<file path="src/hdl/lsm_pkg.sv">
// ----------------------------------------------------------------------------
// lsm_pkg
// Types and codes shared by the layer stack manager modules.
// ----------------------------------------------------------------------------
`default_nettype none

package lsm_pkg;

  localparam int MAX_LAYERS_DEF = 256;
  localparam int CFG_IDX_W = 2;

  localparam logic [CFG_IDX_W-1:0] CFG_SCREEN_W = 2'd0;
  localparam logic [CFG_IDX_W-1:0] CFG_SCREEN_H = 2'd1;

  localparam logic [11:0] SCREEN_W_RST = 12'd320;
  localparam logic [11:0] SCREEN_H_RST = 12'd200;

  localparam logic [2:0] REQ_ALLOC   = 3'd0;
  localparam logic [2:0] REQ_SIZE    = 3'd1;
  localparam logic [2:0] REQ_HEIGHT  = 3'd2;
  localparam logic [2:0] REQ_MOVE    = 3'd3;
  localparam logic [2:0] REQ_REPAINT = 3'd4;
  localparam logic [2:0] REQ_FREE    = 3'd5;

  localparam logic [1:0] CMD_ACK     = 2'd0;
  localparam logic [1:0] CMD_REBUILD = 2'd1;
  localparam logic [1:0] CMD_REDRAW  = 2'd2;
  localparam logic [1:0] CMD_ALLOC   = 2'd3;

  typedef struct packed {
    logic signed [8:0]  height;
    logic signed [11:0] x;
    logic signed [11:0] y;
    logic [10:0]        w;
    logic [10:0]        h;
  } layer_rec_t;

  typedef struct packed {
    logic height;
    logic pos;
    logic size;
  } layer_we_t;

  typedef struct packed {
    logic [1:0]         kind;
    logic signed [12:0] x0;
    logic signed [12:0] y0;
    logic signed [12:0] x1;
    logic signed [12:0] y1;
    logic signed [8:0]  lo;
    logic signed [8:0]  hi;
    logic [7:0]         id;
    logic               ok;
    logic               last;
  } cmd_desc_t;

endpackage

`default_nettype wire

</file>
<file path="src/hdl/lsm_order_mem.sv">
// ----------------------------------------------------------------------------
// lsm_order_mem
// Stacking order table: one write port, one registered read port.
// ----------------------------------------------------------------------------
`default_nettype none

module lsm_order_mem #(
  parameter int DEPTH = lsm_pkg::MAX_LAYERS_DEF,
  parameter int AW    = $clog2(DEPTH)
) (
  input  wire logic          clk,
  input  wire logic          we,
  input  wire logic [AW-1:0] waddr,
  input  wire logic [AW-1:0] wdata,
  input  wire logic [AW-1:0] raddr,
  output logic      [AW-1:0] rdata
);

  logic [AW-1:0] mem [DEPTH];

  always_ff @(posedge clk) begin
    if (we) begin
      mem[waddr] <= wdata;
    end
    rdata <= mem[raddr];
  end

endmodule

`default_nettype wire

</file>
<file path="config.mk">
export PLATFORM = sky130hd
export DESIGN_NAME = lsm_order_mem
export DESIGN_NICKNAME = d
export VERILOG_FILES = /design/src/hdl/lsm_pkg.sv /design/src/hdl/lsm_order_mem.sv
export SDC_FILE = /design/constraint.sdc
export NUM_CORES = 2
export LEC_CHECK = 0
export BUFFER_PORTS_ARGS = -buffer_cell sky130_fd_sc_hd__buf_4
export CORE_ASPECT_RATIO = 1.4
export CORE_MARGIN = 5
export CORE_UTILIZATION = 63
export DETAILED_ROUTE_END_ITERATION = 12
export PLACE_DENSITY = 0.79
export SLEW_MARGIN = 20
export SYNTH_ARGS = -nofsm -noshare
export SYNTH_HDL_FRONTEND = slang
export SYNTH_SLANG_ARGS = --single-unit
</file>
<file path="constraint.sdc">
create_clock -name clk -period 2.9 [get_ports clk]
set_clock_uncertainty 0.05 [all_clocks]
set_input_delay 0.58 -clock clk [delete_from_list [all_inputs] [get_ports clk]]
set_output_delay 0.58 -clock clk [all_outputs]
set_load 0.005 [all_outputs]
</file>
==> flow_metrics.tcl <==
set metrics [dict create \
    viasPerCell 6.90 \
    drt.antenna.violating_nets 0 \
    fmax_mhz 347 \
    drtIter0Drc 6626 \
    slew_viol_final 0 \
    cts_made_buffers 178 \
    grt_pass1_vias 44100 \
    synth_area_leader_cell "edfxtp_1" \
    place_inst 5856 \
    worstPathArrival_ps 3550 \
    clock_path_buffers 3 \
    core_area_sq_um 126000 \
    antenna_found_initial 8 \
    firstDrtPassIters 9 \
    io_pins 34 \
    htree_levels 4 \
    grt_usage_pct 31.5 \
    synth_ff_type "edfxtp_1" \
    die_y_um 430 \
    synth_cells 3733 \
    postSynth.asyncResetShare_pct 0 \
    syn_nets 3759 \
    worstPathMaxFanout 19 \
    synth_compound_area_share_pct 3.42 \
    dieArea_sq_um 134000 \
    dieWidth_um 310 \
    reg2regPathDepth 7 \
    drive_gt1_share_pct 31.9 \
    final_nets 4424 \
    yosys-top-cells-count "edfxtp_1 (2048), mux4_2 (454), nor2_1 (282), mux2i_1 (134), a22oi_1 (133)" \
    synth_edf_count 2048 \
    synth_top_family_by_area "multiplexers" \
    post_cts_buffers 0 \
    synth.area.mux_share_pct 14.6 \
    grt_pass1_wl_mm 302 \
    nFillCells 6486 \
    fin_util_pct 73.6 \
    final_cells 6188 \
    cap_violations 0 \
    avgSynthCellArea_sq_um 21.3 \
    hold_depth 1 \
    initial_core_util_pct 63.3 \
    dp_hpwl_mm 130 \
    gp_congestion 0.898 \
    hold_violations 0 \
    endpoint_kind "flip-flop" \
    routed_wl_mm 206 \
    tightest_slew_ps 989 \
    min_period_ps 2880 \
    synthSimpleGateAreaFrac_pct 2.63 \
    num_rows 154 \
    worstHoldPathType "in2reg" \
    syn_area_sq_um 79600 \
    place_area_sq_um 86700 \
    port_buffers 33 \
    tns_ps 0 \
    synthTopCellsByArea "edfxtp_1 (77%), mux4_2 (13%), mux2i_1 (1.7%)" \
    drc_errors 0 \
    ys_ff_latch 2056 \
    relSlewSlack_pct 33.5 \
    ys_types 55 \
    yosysTopAreaCellShare_pct 77.3 \
    startpoint_type "input pin" \
    clkSinkCount 2056 \
    worstSetupPathType "in2reg" \
    cts_tree "built" \
    synth_xor_area_share_pct 0 \
    dr_total_vias 42700 \
    critPathRequiredTime_ps 3570 \
    root_buffer "clkbuf_16" \
    ys_seq_area_share_pct 77.5 \
    ir_worst_vdd_uv 668 \
    holdWs_ps 153 \
    synth_most_common_cell "edfxtp_1" \
    rsz0062_at_grt "false" \
    clk_pin_slew_ps 70 \
    power_mw 60.1 \
    period_share_pct 99.4 \
    final_area_sq_um 92500 \
    status "completed" \
    setup_viol 0 \
    ys_warn_count 0 \
    gr-total-overflow 0 \
    pre_cts_ws_ps -773 \
    power.density_nw_per_um2 650 \
    p_leak_nw 30.1 \
    clock_latency_ps 820 \
    synthAdderAreaFrac_pct 0 \
    grt_max_degree 106 \
    wire_per_inst_um 33.2 \
    postLayoutSetupSlackWorst_ps 17.0 \
    syn2layout_area_growth_pct 16.3 \
]
==> routing by layer <==
metal | vias up | wire [um] | GRT usage, %
met5 | - | 12 | 0
met4 | 2 | 14100 | 17.0
met3 | 731 | 21000 | 6.27
met2 | 3151 | 104000 | 52.2
met1 | 21800 | 66200 | 39.8
li1 | 17000 | - | -
==> power breakdown <==
| group | total, mW | switching [mW] | internal [mW] |
|---|---|---|---|
| logic | 3.44 | 2.05 | 1.39 |
| clock network | 23.9 | 10.5 | 13.4 |
| registers | 32.8 | 0.0613 | 32.7 |
| total | 60.1 | 12.6 | 47.6 |
==> repair_timing <==
action	4_1_cts	5_1_grt
resized for setup	0	3
endpoints found under the setup margin	0	4
hold buffers	0	0
==> critical path, cell delays in order <==
cell and delay (ps):
buf_8 190, buf_12 240, buf_4 280, buf_4 180
mux4_2 550, a22oi_1 200, a21oi_1 140, nor4_1 870
buf_4 240, nor4_1 50
==> registers in the layout, summed over array words and instances (netlist names) <==
register / flops
mem: 2048
rdata: 8
==> cells in the final DEF (no fill, tap or decap), types with 11 or more instances in the layout <==
cell type | netlist | layout
bufinv_16 | 0 | 21
a221oi_1 | 13 | 13
nand3_1 | 34 | 34
mux2i_1 | 134 | 134
mux4_2 | 454 | 454
inv_6 | 0 | 11
edfxtp_1 | 2048 | 2048
clkinv_2 | 0 | 25
nor2_1 | 282 | 279
nor4_1 | 24 | 20
clkbuf_1 | 111 | 30
o22ai_1 | 28 | 28
a21oi_1 | 96 | 96
buf_12 | 8 | 80
nor2b_1 | 31 | 28
o221ai_1 | 46 | 46
nand2_1 | 33 | 33
nor3_1 | 22 | 22
a22oi_1 | 133 | 133
clkbuf_16 | 0 | 181
clkbuf_8 | 0 | 12
clkinv_1 | 1 | 42
buf_4 | 27 | 628
a211oi_1 | 16 | 16
==> cells by family after synthesis <==
group,Yosys count
DFF,2056
muxes,591
and+or+nand+nor,466
AOI/OAI and AO/OA,385
buffers and inverters,235
==> cell type report <==
type                       count  area [sq um]  share of cell area, %
sequential                  2056         61700                   66.6
timing repair buffer         718          6460                   6.98
antenna                        8          20.0                 0.0216
inverter                       2          7.51                0.00811
multi-input combinational   1442         16500                   17.8
tap                         1638          2050                   2.22
clock buffer                 215          4700                   5.08
clock inverter               109          1120                   1.21
==> final timing paths <==
path / start / to / slack [ps]
worst max-delay path: raddr[0] / rdata[7] / 20
worst min-delay path: wdata[2] / mem[163][2] / 150
worst max register to register: mem[26][5] / rdata[5] / 150
worst min register to register: mem[62][3] / rdata[3] / 1120
No activity file was read; power rests on OpenSTA's default activity.
