## config.mk

```make
export PLATFORM = sky130hd
export DESIGN_NAME = lsm_emit
export DESIGN_NICKNAME = d
export VERILOG_FILES = /design/src/hdl/lsm_pkg.sv /design/src/hdl/lsm_emit.sv
export SDC_FILE = /design/constraint.sdc
export NUM_CORES = 1
export LEC_CHECK = 0
export BUFFER_PORTS_ARGS = -buffer_cell sky130_fd_sc_hd__buf_2
export CORE_MARGIN = 3
export CORE_UTILIZATION = 46
export DETAILED_ROUTE_END_ITERATION = 10
export GPL_TIMING_DRIVEN = 0
export PLACE_DENSITY = 0.89
export SETUP_SLACK_MARGIN = 0.5
export SYNTH_ARGS = -nofsm -noshare
export SYNTH_HDL_FRONTEND = slang
export SYNTH_SLANG_ARGS = --single-unit
```

## constraint.sdc

```tcl
create_clock -name clk -period 4.4 [get_ports clk]
set_input_delay 0.88 -clock clk [delete_from_list [all_inputs] [get_ports clk]]
set_output_delay 0.88 -clock clk [all_outputs]
set_load 0.005 [all_outputs]
```

## src/hdl/lsm_pkg.sv

```systemverilog
// ----------------------------------------------------------------------------
// lsm_pkg
// Types and codes shared by the layer stack manager modules.
// ----------------------------------------------------------------------------
`default_nettype none

package lsm_pkg;

  localparam int MAX_LAYERS_DEF = 256;
  localparam int CFG_IDX_W = 2;

  localparam logic [CFG_IDX_W-1:0] CFG_SCREEN_W = 2'd0;
  localparam logic [CFG_IDX_W-1:0] CFG_SCREEN_H = 2'd1;

  localparam logic [11:0] SCREEN_W_RST = 12'd320;
  localparam logic [11:0] SCREEN_H_RST = 12'd200;

  localparam logic [2:0] REQ_ALLOC   = 3'd0;
  localparam logic [2:0] REQ_SIZE    = 3'd1;
  localparam logic [2:0] REQ_HEIGHT  = 3'd2;
  localparam logic [2:0] REQ_MOVE    = 3'd3;
  localparam logic [2:0] REQ_REPAINT = 3'd4;
  localparam logic [2:0] REQ_FREE    = 3'd5;

  localparam logic [1:0] CMD_ACK     = 2'd0;
  localparam logic [1:0] CMD_REBUILD = 2'd1;
  localparam logic [1:0] CMD_REDRAW  = 2'd2;
  localparam logic [1:0] CMD_ALLOC   = 2'd3;

  typedef struct packed {
    logic signed [8:0]  height;
    logic signed [11:0] x;
    logic signed [11:0] y;
    logic [10:0]        w;
    logic [10:0]        h;
  } layer_rec_t;

  typedef struct packed {
    logic height;
    logic pos;
    logic size;
  } layer_we_t;

  typedef struct packed {
    logic [1:0]         kind;
    logic signed [12:0] x0;
    logic signed [12:0] y0;
    logic signed [12:0] x1;
    logic signed [12:0] y1;
    logic signed [8:0]  lo;
    logic signed [8:0]  hi;
    logic [7:0]         id;
    logic               ok;
    logic               last;
  } cmd_desc_t;

endpackage

`default_nettype wire

```

## src/hdl/lsm_emit.sv

```systemverilog
// ----------------------------------------------------------------------------
// lsm_emit
// Result stage: clips command rectangles to the screen and registers the
// result ports for every beat.
// ----------------------------------------------------------------------------
`default_nettype none

module lsm_emit (
  input  wire logic               clk,
  input  wire logic               rst,
  input  wire logic               en,
  input  wire lsm_pkg::cmd_desc_t desc,
  input  wire logic [11:0]        screen_w,
  input  wire logic [11:0]        screen_h,
  output logic                    strobe,
  output logic [1:0]              cmd_kind,
  output logic [11:0]             rect_x0,
  output logic [11:0]             rect_y0,
  output logic [11:0]             rect_x1,
  output logic [11:0]             rect_y1,
  output logic signed [8:0]       layer_low,
  output logic signed [8:0]       layer_high,
  output logic [7:0]              layer_out,
  output logic                    ok,
  output logic                    last
);

  function automatic logic [11:0] clampc(input logic signed [12:0] v,
                                         input logic [11:0] lim);
    logic [11:0] r;
    if (v < 13'sd0) begin
      r = '0;
    end else if (v > $signed({1'b0, lim})) begin
      r = lim;
    end else begin
      r = v[11:0];
    end
    return r;
  endfunction

  logic [11:0] cx0, cy0, cx1, cy1;
  logic        has_rect;

  always_comb begin
    has_rect = (desc.kind == lsm_pkg::CMD_REBUILD) || (desc.kind == lsm_pkg::CMD_REDRAW);
    cx0 = '0;
    cy0 = '0;
    cx1 = '0;
    cy1 = '0;
    if (has_rect) begin
      cx0 = clampc(desc.x0, screen_w);
      cy0 = clampc(desc.y0, screen_h);
      cx1 = clampc(desc.x1, screen_w);
      cy1 = clampc(desc.y1, screen_h);
      // An inverted edge collapses onto the opposite one.
      if (cx1 < cx0) begin
        cx1 = cx0;
      end
      if (cy1 < cy0) begin
        cy1 = cy0;
      end
    end
  end

  always_ff @(posedge clk) begin
    if (rst) begin
      strobe <= 1'b0;
    end else begin
      strobe <= en;
    end
    if (en) begin
      cmd_kind   <= desc.kind;
      rect_x0    <= cx0;
      rect_y0    <= cy0;
      rect_x1    <= cx1;
      rect_y1    <= cy1;
      layer_low  <= desc.lo;
      layer_high <= desc.hi;
      layer_out  <= desc.id;
      ok         <= desc.ok;
      last       <= desc.last;
    end
  end

endmodule

`default_nettype wire

```

==> run metrics <==
outcome finished clean; # DRC 0; final instance area between 0.008 and 0.009 mm²; I/O pin count 188; CP max stage cell mux2i_4; Rel. slew slack a little under two fifths; vias 5013; Routed Antenna Nets 0; GRT Util Overall between 20% and 30%; f_max between 0.2 and 0.25 GHz; placed insts between 800 and 900; CP arrival 4.39 ns; leak pwr between 0.003 and 0.004 µW; drt initial violations around 330; critical path fanouts, max 7; port buffer count 186; worst path cell trace buf_8 -> inv_6 -> ha_4 -> nand4b_1 -> nor3_2 -> a41oi_2 -> nand2_1 -> buf_6 -> mux2i_4 -> nor2_4 -> ha_4 -> a21oi_2 -> o21ai_1 -> a21o_1 -> a211oi_2 -> nor2_1 -> nor4_2 -> a21oi_1 -> buf_4 -> buf_6 -> mux2_4; cell internal pwr ~1800 µW; CP endpoint kind flip-flop; die width 114 µm; Cell Pwr Density ~300 mW/mm²; Setup Slack @ Placement -0.511 ns; met2 Use GR 43.5%; total design power between 2000 and 2500 µW; syn_area_per_cell around 11 µm²; Multi-input gate area approximately 0.0035 mm²; Syn Inst Count around 490; fin. max-slew vios 0; number of synthesis warnings 0; Syn Std Cell Area between 0.005 and 0.006 mm²; clock power share between 20% and 30%; WS Path Type primary input to flip-flop; CTS max path bufs 2; filler cell count in the final layout ~750; vias per cell 5.63; die area approximately 0.013 mm²; ranking of synthesized cells by area edfxtp_1, ha_1, mux2i_1; Antenna diodes 0; Yosys cell types between 40 and 50; Psw ~680 µW; endpoints failing hold 0; clk slew on worst S/H paths 0.05 ns; share of the synthesized area in the top cell type between 40% and 50%; met1 Usage GRT a little under a third; Reg area 0.00236 mm²; DIE HEIGHT roughly 110 µm; Finished Layout Cells between 800 and 900; sequential fraction of design power a little under two fifths; root buffer cell clkbuf_16; CTS tree done; share of layout cells above drive strength 1 roughly 53%; core footprint roughly 0.011 mm²; Setup WS post-layout approximately 0.085 ns; wire per inst between 15 and 20 µm; most common cell after layout, fill and taps aside buf_2; #FFs+latches synth 79; commonest cells after routing, fill and taps aside buf_2, edfxtp_1, nor2_1, buf_4; row cnt 38; nature of the critical path startpoint primary input; CP peak stage delay roughly 0.32 ns; P&R area growth vs syn 52.5%; H-tree depth 3; CTS buffer count 9; routability cong. roughly 0.95; switch share around 28%; Period Utilization, post-route between 90% and 100%; DRT Pass-1 Iters 5; Logic pwr share between 30% and 40%; first-pass GRT wire length 25600 µm; Final nets between 900 and 1000; starting density of the core slightly below 50%; GR peak layer met2; met3 usage under 10%; sequential share of the synthesized area between 40% and 50%; Max-cap violations 0; Final Setup Violations 0; syn nets around 670; hpwl dp 12300 µm; initial antenna violation count 0; Max rail drop VDD about 310 µV; Worst Max-Slew Pin Slew 0.926 ns; Synth area leader edfxtp_1; vias in the first global route about 5100; Crit path required time about 4.5 ns; minimum clock period 4.31 ns; total wire length roughly 17000 µm; # clock sinks 79; RSZ-0062 raised after global routing true; largest net degree at the start of global routing 80; Cell Area, Placed 0.00674 mm²; GRT overflow 0; Hold Crit Class primary input to flip-flop
-- final cells by class --
class                           instances  share of cell area, %
Multi-Input combinational cell        357                   43.1
Sequential cell                        79                   28.8
Timing Repair Buffer                  241                   18.6
Clock buffer                           10                   2.79
Inverter                               37                   2.33
Tap cell                              140                   2.14
Buffer                                 20                   1.63
Clock inverter                          6                  0.625
-- repair_timing --
item / in CTS / in global routing
setup endpoints to repair: 24 / 24
gates cloned: 2 / 0
setup buffers: 45 / 8
hold buffers: 0 / 0
pin swaps: 39 / 25
resized for setup: 113 / 50
hold endpoints to repair: 0 / 0
-- worst max-delay path, delay by kind of cell --
kind,cells,cell delay (ns)
AND/OR/NAND/NOR,6,0.93
buffers and inverters,5,0.61
multiplexers,2,0.62
adder cells (fa/ha/maj),2,0.52
AO/OA/AOI/OAI,6,0.82
-- registers in the layout, indices dropped and copies added, names as in the netlist, 2 cells and up --
signal / flops
rect_x0: 12
rect_y0: 12
layer_low: 9
rect_x1: 12
layer_high: 9
cmd_kind: 2
rect_y1: 12
layer_out: 8
-- path summary, 6_finish.rpt --
path,endpoint,cells past startpoint,startpoint
setup / recovery,rect_x1[2]$_SDFFCE_PN0P_,21,screen_w[10]
hold / removal,strobe$_SDFF_PP0_,2,rst
-- synthesized netlist by cell type --
cell       number
clkbuf_1       14
a41oi_1         1
nand4b_4        1
nand2b_1        2
a31oi_2         1
a21oi_1        28
a311oi_1        1
o21ai_0         9
a21boi_1        1
nand4_1        10
buf_2           3
and3_1          1
or2_1          11
nor2_1         64
nand2_1        10
a221oi_2        1
a21o_1         11
mux2i_1        36
and4b_4         1
o211ai_2        1
nor4_1          3
a211oi_1        4
dfxtp_1         1
xnor2_1         1
a2bb2oi_1       1
edfxtp_1       78
o211ai_1        2
a2111o_1        1
nor2b_1         5
mux2_4         10
ha_1           70
inv_1          37
nand3_1         5
nor3_2          1
mux2_1         15
o221ai_1        1
o21a_1          4
o21ai_2         2
o21ai_1         1
o21bai_1        1
buf_1           1
buf_4           1
buf_6           1
nand4b_1        2
nor3_1         38
-- power by group through the flow --
stage | sequential, µW | combinational [µW] | clock (µW)
2_1_floorplan | 951 | 359 | 0
3_3_place_gp | 940 | 590 | 0
3_5_place_dp | 942 | 616 | 0
4_1_cts | 927 | 767 | 696
5_1_grt | 933 | 905 | 724
6_report | 926 | 845 | 680
-- routing by layer --
layer  vias to the layer above  routed length, µm
li1                       2330                  -
met1                      2373               6770
met2                       249               8450
met3                        61               1160
met4                         0                621
met5                         -                  0
-- metrics by stage --
step / utilization, % / TNS (ns) / hold slack, ns
floorplan: - / 0 / 0.952
global placement: 60.6 / -8.18 / 1.04
detailed placement: 60.6 / -10.57 / 1.05
CTS: 70.8 / 0 / 0.705
global route: 73.7 / -0.698 / 0.711
finish: 73.7 / 0 / 0.715
-- logic make-up (layout without fill, tap and decap cells) --
group / count (synthesis) / count (layout) / synth area share [%]
simple gates: 154 / 154 / 14.1
flops: 79 / 79 / 43.9
compound gates: 71 / 71 / 8.67
fa+ha+maj: 70 / 70 / 16.3
mux: 61 / 61 / 12.6
buf+inv: 57 / 314 / 4.26
xor+xnor: 1 / 1 / 0.163
Power figures use the tool's default switching activity.
